<file path="src/sv/hsv_pkg.sv">
// Shared types and constants for the RGB to HSV converter pipeline
package hsv_pkg;

   // Field widths
   localparam int unsigned ChanW  = 8;
   localparam int unsigned HueW   = 15;

   // Hue scale: 1/64 degree units
   localparam int unsigned HueSextant = 3840;
   localparam int unsigned HueTurn    = 23040;
   localparam int unsigned HueGreenBase = 2 * HueSextant;
   localparam int unsigned HueBlueBase  = 4 * HueSextant;

   // Divider sizes
   localparam int unsigned QHueW = 12;   // hue quotient never exceeds 3840
   localparam int unsigned QSatW = 8;    // saturation quotient never exceeds 255
   localparam int unsigned NHueW = 21;   // 2*3840*255 + 255 fits in 21 bits
   localparam int unsigned NSatW = 16;   // 255*255 + 127 fits in 16 bits
   localparam int unsigned DHueW = 9;    // divisor 2*d
   localparam int unsigned SumW  = 17;   // signed hue before wrap

   // Input transaction
   typedef struct packed {
      logic [ChanW-1:0] red;
      logic [ChanW-1:0] green;
      logic [ChanW-1:0] blue;
      logic             last_pixel;
   } pix_type;

   // Result transaction
   typedef struct packed {
      logic [HueW-1:0]  hue;
      logic             hue_undefined;
      logic [ChanW-1:0] saturation;
      logic [ChanW-1:0] brightness;
      logic             last_out;
   } hsv_type;

   // Which channel holds the maximum (red wins ties, then green)
   typedef enum logic [1:0] {
      SEXT_RED   = 2'd0,
      SEXT_GREEN = 2'd1,
      SEXT_BLUE  = 2'd2
   } sext_type;

   // After the max/min stage
   typedef struct packed {
      logic [ChanW-1:0]  mx;
      logic [ChanW-1:0]  mn;
      sext_type          sext;
      logic signed [ChanW:0] diff;
      logic              last;
   } ext_type;

   // Working set carried through the divider stages
   typedef struct packed {
      logic [NHueW-1:0] hue_rem;
      logic [DHueW-1:0] hue_div;
      logic [QHueW-1:0] hue_quo;
      logic [NSatW-1:0] sat_rem;
      logic [ChanW-1:0] sat_div;
      logic [QSatW-1:0] sat_quo;
      logic             neg;
      sext_type         sext;
      logic             undef;
      logic             last;
   } div_type;

endpackage

</file>
<file path="src/sv/hsv_front.sv">
// Front end: max/min and sextant selection, then divider operand set-up
module hsv_front (
   input  logic             clock,
   input  logic             reset,
   input  logic             in_valid,
   input  hsv_pkg::pix_type in_data,
   output logic             in_hold,
   output logic             out_valid,
   output hsv_pkg::div_type out_data,
   input  logic             out_hold
);

   logic             a_valid_ff;
   hsv_pkg::ext_type a_data_ff;
   hsv_pkg::ext_type a_data_in;
   logic             a_hold;

   logic             b_valid_ff;
   hsv_pkg::div_type b_data_ff;
   hsv_pkg::div_type b_data_in;
   logic             b_hold;

   logic [hsv_pkg::ChanW-1:0] mx;
   logic [hsv_pkg::ChanW-1:0] mn;
   logic [hsv_pkg::ChanW-1:0] d;
   logic [hsv_pkg::ChanW:0]   abs_diff;
   logic [hsv_pkg::NHueW-2:0] mag;

   // Hold chain: a stage holds only when full and its successor holds
   assign b_hold  = b_valid_ff && out_hold;
   assign a_hold  = a_valid_ff && b_hold;
   assign in_hold = a_hold;

   // Stage A: largest and smallest channel, sextant and signed difference
   always_comb begin
      mx = in_data.red;
      if (in_data.green > mx) mx = in_data.green;
      if (in_data.blue > mx) mx = in_data.blue;
      mn = in_data.red;
      if (in_data.green < mn) mn = in_data.green;
      if (in_data.blue < mn) mn = in_data.blue;

      a_data_in.mx   = mx;
      a_data_in.mn   = mn;
      a_data_in.last = in_data.last_pixel;
      priority if (in_data.red == mx) begin
         a_data_in.sext = hsv_pkg::SEXT_RED;
         a_data_in.diff = $signed({1'b0, in_data.green}) - $signed({1'b0, in_data.blue});
      end else if (in_data.green == mx) begin
         a_data_in.sext = hsv_pkg::SEXT_GREEN;
         a_data_in.diff = $signed({1'b0, in_data.blue}) - $signed({1'b0, in_data.red});
      end else begin
         a_data_in.sext = hsv_pkg::SEXT_BLUE;
         a_data_in.diff = $signed({1'b0, in_data.red}) - $signed({1'b0, in_data.green});
      end
   end

   always_ff @(posedge clock) begin
      if (reset) begin
         a_valid_ff <= 1'b0;
      end else if (!a_hold) begin
         a_valid_ff <= in_valid;
      end
   end

   always_ff @(posedge clock) begin
      if (!a_hold) begin
         a_data_ff <= a_data_in;
      end
   end

   // Stage B: range, |diff| * 3840 and the two numerators
   always_comb begin
      d        = a_data_ff.mx - a_data_ff.mn;
      abs_diff = a_data_ff.diff[hsv_pkg::ChanW] ? 9'(-a_data_ff.diff) : 9'(a_data_ff.diff);
      // 3840 = 4096 - 256
      mag      = {abs_diff[hsv_pkg::ChanW-1:0], 12'd0} - {4'd0, abs_diff[hsv_pkg::ChanW-1:0], 8'd0};

      // hue: round(mag / d) as (2*mag + d) / (2*d)
      b_data_in.hue_rem = {mag, 1'b0} + {13'd0, d};
      b_data_in.hue_div = {d, 1'b0};
      b_data_in.hue_quo = '0;
      // saturation: (255*d + max/2) / max
      b_data_in.sat_rem = {d, 8'd0} - {8'd0, d} + {9'd0, a_data_ff.mx[hsv_pkg::ChanW-1:1]};
      b_data_in.sat_div = a_data_ff.mx;
      b_data_in.sat_quo = '0;
      b_data_in.neg     = a_data_ff.diff[hsv_pkg::ChanW];
      b_data_in.sext    = a_data_ff.sext;
      b_data_in.undef   = (d == '0);
      b_data_in.last    = a_data_ff.last;
   end

   always_ff @(posedge clock) begin
      if (reset) begin
         b_valid_ff <= 1'b0;
      end else if (!b_hold) begin
         b_valid_ff <= a_valid_ff;
      end
   end

   always_ff @(posedge clock) begin
      if (!b_hold) begin
         b_data_ff <= b_data_in;
      end
   end

   assign out_valid = b_valid_ff;
   assign out_data  = b_data_ff;

endmodule

</file>
<file path="src/sv/hsv_div.sv">
// Pipelined restoring divider: one hue quotient bit per stage, plus one saturation quotient bit in each low-order stage
module hsv_div (
   input  logic             clock,
   input  logic             reset,
   input  logic             in_valid,
   input  hsv_pkg::div_type in_data,
   output logic             in_hold,
   output logic             out_valid,
   output hsv_pkg::div_type out_data,
   input  logic             out_hold
);

   localparam int unsigned Stages = hsv_pkg::QHueW;

   logic             v_ff  [0:Stages-1];
   hsv_pkg::div_type st_ff [0:Stages-1];
   hsv_pkg::div_type st_in [0:Stages-1];
   logic             hold  [0:Stages-1];

   for (genvar k = 0; k < Stages; k++) begin : g_stage
      localparam int unsigned Bit = Stages - 1 - k;

      logic             src_v;
      hsv_pkg::div_type src;
      logic [hsv_pkg::NHueW-1:0] hdiv_sh;

      // Source is the input port for the first stage, else the stage before
      if (k == 0) begin : g_first
         assign src_v = in_valid;
         assign src   = in_data;
      end else begin : g_next
         assign src_v = v_ff[k-1];
         assign src   = st_ff[k-1];
      end

      if (k == Stages - 1) begin : g_hold_last
         assign hold[k] = v_ff[k] && out_hold;
      end else begin : g_hold_mid
         assign hold[k] = v_ff[k] && hold[k+1];
      end

      assign hdiv_sh = {{(hsv_pkg::NHueW - hsv_pkg::DHueW){1'b0}}, src.hue_div} << Bit;

      if (Bit < hsv_pkg::QSatW) begin : g_sat
         logic [hsv_pkg::NSatW-1:0] sdiv_sh;
         assign sdiv_sh = {{(hsv_pkg::NSatW - hsv_pkg::ChanW){1'b0}}, src.sat_div} << Bit;

         // Hue and saturation steps side by side
         always_comb begin
            st_in[k] = src;
            if (src.hue_rem >= hdiv_sh) begin
               st_in[k].hue_rem      = src.hue_rem - hdiv_sh;
               st_in[k].hue_quo[Bit] = 1'b1;
            end
            if (src.sat_rem >= sdiv_sh) begin
               st_in[k].sat_rem      = src.sat_rem - sdiv_sh;
               st_in[k].sat_quo[Bit] = 1'b1;
            end
         end
      end else begin : g_hue_only
         // Upper hue bits only
         always_comb begin
            st_in[k] = src;
            if (src.hue_rem >= hdiv_sh) begin
               st_in[k].hue_rem      = src.hue_rem - hdiv_sh;
               st_in[k].hue_quo[Bit] = 1'b1;
            end
         end
      end

      always_ff @(posedge clock) begin
         if (reset) begin
            v_ff[k] <= 1'b0;
         end else if (!hold[k]) begin
            v_ff[k] <= src_v;
         end
      end

      always_ff @(posedge clock) begin
         if (!hold[k]) begin
            st_ff[k] <= st_in[k];
         end
      end
   end

   assign in_hold   = hold[0];
   assign out_valid = v_ff[Stages-1];
   assign out_data  = st_ff[Stages-1];

   // Hue quotient stays within one sextant
   a_hue_quo_range: assert property (@(posedge clock) disable iff (reset)
      out_valid && !out_data.undef |-> out_data.hue_quo <= hsv_pkg::QHueW'(hsv_pkg::HueSextant))
      else $error("hue quotient above one sextant");

   // Division finished: remainders below divisors
   a_hue_rem: assert property (@(posedge clock) disable iff (reset)
      out_valid && !out_data.undef |->
         out_data.hue_rem < {{(hsv_pkg::NHueW - hsv_pkg::DHueW){1'b0}}, out_data.hue_div})
      else $error("hue remainder not reduced");

   a_sat_rem: assert property (@(posedge clock) disable iff (reset)
      out_valid && out_data.sat_div != '0 |->
         out_data.sat_rem < {{(hsv_pkg::NSatW - hsv_pkg::ChanW){1'b0}}, out_data.sat_div})
      else $error("saturation remainder not reduced");

endmodule

</file>
<file path="src/sv/hsv_back.sv">
// Back end: hue base, sign and wrap, gray override, result register
module hsv_back (
   input  logic             clock,
   input  logic             reset,
   input  logic             in_valid,
   input  hsv_pkg::div_type in_data,
   output logic             in_hold,
   output logic             out_valid,
   output hsv_pkg::hsv_type out_data,
   input  logic             out_hold
);

   logic             valid_ff;
   hsv_pkg::hsv_type data_ff;
   hsv_pkg::hsv_type data_in;

   logic [hsv_pkg::SumW-2:0]   base;
   logic signed [hsv_pkg::SumW-1:0] sum;
   logic [hsv_pkg::SumW-1:0]   wrapped;

   assign in_hold = valid_ff && out_hold;

   // Sextant base in 1/64 degree
   always_comb begin
      unique case (in_data.sext)
         hsv_pkg::SEXT_RED:   base = '0;
         hsv_pkg::SEXT_GREEN: base = 16'(hsv_pkg::HueGreenBase);
         hsv_pkg::SEXT_BLUE:  base = 16'(hsv_pkg::HueBlueBase);
         default:             base = '0;
      endcase
   end

   // Signed hue, then wrap a negative value by one turn
   always_comb begin
      if (in_data.neg) begin
         sum = $signed({1'b0, base}) - $signed({5'd0, in_data.hue_quo});
      end else begin
         sum = $signed({1'b0, base}) + $signed({5'd0, in_data.hue_quo});
      end
      if (sum[hsv_pkg::SumW-1]) begin
         wrapped = sum + 17'(hsv_pkg::HueTurn);
      end else begin
         wrapped = sum;
      end

      data_in.hue_undefined = in_data.undef;
      data_in.hue           = in_data.undef ? '0 : wrapped[hsv_pkg::HueW-1:0];
      data_in.saturation    = in_data.undef ? '0 : in_data.sat_quo;
      data_in.brightness    = in_data.sat_div;
      data_in.last_out      = in_data.last;
   end

   always_ff @(posedge clock) begin
      if (reset) begin
         valid_ff <= 1'b0;
      end else if (!in_hold) begin
         valid_ff <= in_valid;
      end
   end

   always_ff @(posedge clock) begin
      if (!in_hold) begin
         data_ff <= data_in;
      end
   end

   assign out_valid = valid_ff;
   assign out_data  = data_ff;

endmodule

</file>
<file path="src/sv/rgb_to_hsv_converter_core.sv">
// Top level of the RGB to HSV converter
// Converts one 8-bit RGB pixel to hue (1/64 degree, 0..23039), saturation
// (255 = 1.0, rounded) and value (largest channel). Gray and black pixels give
// hue 0 with hue_undefined set and saturation 0; last_pixel is carried through.
// One transaction is accepted per clock while req_stall is low. Each result passes
// through two set-up stages, twelve divider stages (one hue quotient bit each, and
// one saturation quotient bit in each low-order stage) and the result register.
// Every stage loads whenever it is empty, so bubbles close up under rsp_stall and
// req_stall rises only once the whole pipeline is full and the result stalls.
module rgb_to_hsv_converter_core (
   input  logic             clock,
   input  logic             reset,
   input  logic             req_valid,
   output logic             req_stall,
   input  hsv_pkg::pix_type req_data,
   output logic             rsp_valid,
   input  logic             rsp_stall,
   output hsv_pkg::hsv_type rsp_data
);

   logic             front_valid;
   hsv_pkg::div_type front_data;
   logic             div_hold;
   logic             div_valid;
   hsv_pkg::div_type div_data;
   logic             back_hold;

   hsv_front u_front (
      .clock     (clock),
      .reset     (reset),
      .in_valid  (req_valid),
      .in_data   (req_data),
      .in_hold   (req_stall),
      .out_valid (front_valid),
      .out_data  (front_data),
      .out_hold  (div_hold)
   );

   hsv_div u_div (
      .clock     (clock),
      .reset     (reset),
      .in_valid  (front_valid),
      .in_data   (front_data),
      .in_hold   (div_hold),
      .out_valid (div_valid),
      .out_data  (div_data),
      .out_hold  (back_hold)
   );

   hsv_back u_back (
      .clock     (clock),
      .reset     (reset),
      .in_valid  (div_valid),
      .in_data   (div_data),
      .in_hold   (back_hold),
      .out_valid (rsp_valid),
      .out_data  (rsp_data),
      .out_hold  (rsp_stall)
   );

   // Back-pressure only reaches the input through a full result register
   a_stall_needs_result: assert property (@(posedge clock) disable iff (reset)
      req_stall |-> rsp_valid && rsp_stall)
      else $error("request stalled without a stalled result");

endmodule

</file>
<file path="config.mk">
export PLATFORM = sky130hd
export DESIGN_NAME = rgb_to_hsv_converter_core
export DESIGN_NICKNAME = d
export VERILOG_FILES = /design/src/sv/hsv_pkg.sv /design/src/sv/hsv_front.sv /design/src/sv/hsv_div.sv /design/src/sv/hsv_back.sv /design/src/sv/rgb_to_hsv_converter_core.sv
export SDC_FILE = /design/constraint.sdc
export NUM_CORES = 2
export LEC_CHECK = 0
export BUFFER_PORTS_ARGS = -buffer_cell sky130_fd_sc_hd__buf_4
export CORE_UTILIZATION = 50
export DETAILED_ROUTE_END_ITERATION = 12
export PLACE_DENSITY = 0.72
export SETUP_SLACK_MARGIN = 0.02
export SYNTH_ARGS = -nofsm -noshare
export SYNTH_HDL_FRONTEND = slang
export SYNTH_SLANG_ARGS = --single-unit
</file>
<file path="constraint.sdc">
create_clock -name clock -period 4.9 [get_ports clock]
set_clock_uncertainty 0.15 [all_clocks]
set_input_delay 0.245 -clock clock [delete_from_list [all_inputs] [get_ports clock]]
set_output_delay 0.245 -clock clock [all_outputs]
set_load 0.01 [all_outputs]
</file>
==> out/results.tsv <==
stage	metric	value	unit
timing	Slew headroom	0.270	
clock_network	clk sink count	819	
pwr	power density over the cells	722	mW/mm2
timing	Worst Hold Margin	0.0644	ns
outcome	status	complete, no violations	
synth	Mapped Nets	3401	
synth	area fraction of the dominant cell type after synthesis	0.611	
routing	First-pass DRT Iterations	5	
final_layout	commonest non-fill, non-tap cell in the layout	edfxtp_1	
pwr	leakage	0.0176	uW
synth	#FFs+latches synth	819	
pwr	combinational share of power	0.393	
global_routing	vias in the first global route	23486	
global_routing	GRT overflow	0	
place	hpwl dp	49000	um
routing	DRC Markers	0	
timing	worst-margin pin slew	1.09	ns
critical_path	Crit. Startpoint	req_data[19]	
clock_network	H-tree levels	3	
routing	vias post-DR	23375	
critical_path	crit path DAT	4.49	ns
final_layout	Storage cell area	0.0246	mm2
final_layout	number of diodes	0	
routing	wire per inst	15.2	um
floorplan	row cnt	103	
synth	Synth area leader	edfxtp_1	
pwr	Cell Int Power	21300	uW
floorplan	chip height	285	um
critical_path	critical path depth	16	
synth	number of flops mapped to enable cells by yosys	816	
critical_path	reg2reg path depth	16	
critical_path	worst reg2reg path startpoint	u_front.a_data_ff[20]	
routing	Via density	5.31	
final_layout	# fillers	6330	
timing	final setup margin	0.645	ns
synth	ys async rst share	0	
global_routing	initial antenna violation count	0	
synth	syn avg cell area	12.9	um2
routing	WL final	66900	um
clock_network	Skew-Pair Late Insertion Delay	0.63	ns
pwr	clock share of power	0.189	
critical_path	CP Capture Type	flop	
timing	RSZ-0062 raised after global routing	no	
synth	post-synthesis cell area	0.0401	mm2
critical_path	Reg2Reg Setup Slack	0.76	ns
critical_path	Bufs and invs on worst path	5	
floorplan	core area	0.0791	mm2
place	# port buffers	63	
timing	Final min period	4.25	ns
synth	most used flip-flop cell after synthesis	edfxtp_1	
synth	synthesis warning total	0	
timing	Fmax	0.235	GHz
pwr	Sw Pwr	11100	uW
floorplan	initial core utilization	0.507	
timing	final hold violations	0	
critical_path	CP max stage cell	dlygate4sd3_1	
synth	Synth area leaders	edfxtp_1, ha_1, inv_1, xnor2_1, xor2_1	
critical_path	RR Endpoint	u_front.out_data[34]	
critical_path	CP required	5.13	ns
routing	Final ANT Viol Nets	0	
place	pre-CTS setup slack	0.577	ns
timing	fin. max-slew vios	0	
critical_path	Crit path max-delay family	buffers and inverters	
synth	post-synthesis sequential area ratio	0.613	
timing	final setup fails	0	
synth	Mapped Cells	3118	
floorplan	IO Pins	64	
pwr	VDD IR max	329	uV
place	GPL Wtd Cong	0.895	
pwr	switching share of power	0.342	
global_routing	global-route wire length before repair	111000	um
timing	final clock period utilization by the worst path	0.868	
timing	Setup TNS	0	ns
hold_path	Hold WC Path Type	in -> reg	
floorplan	die extent in x	285	um
final_layout	area grow syn2layout	12.0	%
clock_network	CTS tree	built	
critical_path	crit path kind	in -> reg	
floorplan	die area	0.0813	mm2
critical_path	CP Cell Sequence	dlygate4sd3_1 -> buf_4 -> ha_1 -> a21oi_1 -> a211oi_1 -> nor2_1 -> buf_4 -> mux2i_1 -> ha_1 -> nor2b_1 -> o211ai_1 -> a21oi_1 -> o21ai_1 -> buf_4 -> a21oi_1 -> dlygate4sd3_1	
final_layout	area occupied by multi-input gates	0.0142	mm2
final_layout	most frequent cells in the layout	edfxtp_1, inv_1, ha_1	
critical_path	CP max FO	15	
clock_network	Clock Tree Buf Depth	3	
clock_network	Root Buffer	clkbuf_16	
global_routing	largest net degree at the start of global routing	69	
final_layout	share of layout cells above drive strength 1	0.0962	
job	Max-Cap Viols	0	
final_layout	Util after Layout	0.567	
pwr	part of the power in registers	0.418	
critical_path	delay of the slowest critical-path stage	0.58	ns
global_routing	GRT Util Overall	0.165	
routing	1st-iter DRT viols	1156	
synth	Netlist cell types	80	
final_layout	nets@finish	3563	
clock_network	clk slew on worst S/H paths	0.07	ns
critical_path	Setup crit start kind	primary input	
clock_network	TritonCTS Buffers	84	
critical_path	crit path capture	u_front.a_data_ff[25]	
stage by stage:
| stage | instance area, um2 | std cells | power, uW |
|---|---|---|---|
| floorplan | 40100 | 3118 | 23200 |
| global placement | 41900 | 4216 | 25900 |
| detailed placement | 41900 | 4216 | 26300 |
| CTS | 44900 | 4398 | 32600 |
| global route | 44900 | 4398 | 34800 |
| finish | 44900 | 4398 | 32400 |
what timing repair did:
action,4_1_cts,5_1_grt
setup buffers,0,0
gates resized for setup,0,0
hold buffers,28,0
hold endpoints to repair,36,0
synthesized netlist by cell type, types with 16 or more instances:
cell	count
edfxtp_1	816
inv_1	321
ha_1	230
nor2_1	213
nand2_1	163
o21ai_0	147
a21oi_1	135
xnor2_1	114
xor2_1	99
nor2b_1	67
nor3_1	59
mux2i_1	58
nor4_1	58
mux2_2	57
o31ai_1	38
a21boi_0	33
o21a_1	32
nand3_1	31
nand4_1	31
or3_1	31
a21o_1	28
or2_2	27
clkbuf_1	26
nand2b_1	25
fa_1	24
o211ai_1	20
a211oi_1	16
power groups by stage:
stage               Combinational, uW  Clock [uW]  Sequential (uW)
global route                    14400        6540            13900
CTS                             12800        6280            13600
finish                          12700        6120            13600
global placement                12300           0            13600
floorplan                       10100           0            13100
detailed placement              12600           0            13700
worst min-delay path: stages:
cell and delay [ns]:
buf_4 0.12, mux2i_1 0.10, a21oi_1 0.22
how the worst min path moves through the flow:
stage,depth (start not counted),startpoint,endpoint,slack (ns)
6_report,3,req_data[11],u_front.a_data_ff[22],0.06
5_1_grt,3,req_data[11],u_front.a_data_ff[22],0.07
4_1_cts,4,req_data[9],u_front.a_data_ff[20],0.02
3_5_place_dp,0,u_div.st_ff[2][237],u_back.out_data[0],0.25
3_3_place_gp,0,u_div.st_ff[0][97],u_div.st_ff[0][176],0.25
2_1_floorplan,0,req_data[0],u_front.a_data_ff[0],0.19
state kept, by name (all words and copies together), names as in the netlist:
register and count:
u_div.st_ff 694, u_div.v_ff 12, u_front.out_valid 1, u_back.out_valid 1
u_back.out_data 33, u_front.out_data 49, u_front.a_data_ff 28, u_front.a_valid_ff 1
routing by layer:
metal  share of wire  global-route usage
met2            0.53               0.312
met1            0.42               0.189
met5               0                   0
met3           0.030              0.0241
met4           0.024              0.0568
cell type report:
class / instances / share of cell area
clock buffer: 106 / 0.0491
clock inverter: 48 / 0.0113
multi-input combinational: 1939 / 0.316
timing repair buffer: 115 / 0.0208
inverter: 321 / 0.0269
sequential: 819 / 0.547
tap: 1050 / 0.0293
kinds of logic (layout without fill, tap and decap cells):
group                      Yosys count  in the layout  synth area share
xor gates and xnor gates           213            213            0.0465
buffers and inverters              360            590            0.0345
and+or+nand+nor                    825            825             0.109
DFF                                819            819             0.613
AOI/OAI and AO/OA                  531            531            0.0833
adders and majority gates          254            254            0.0837
muxes                              116            116            0.0309
Power figures use the tool's default switching activity.
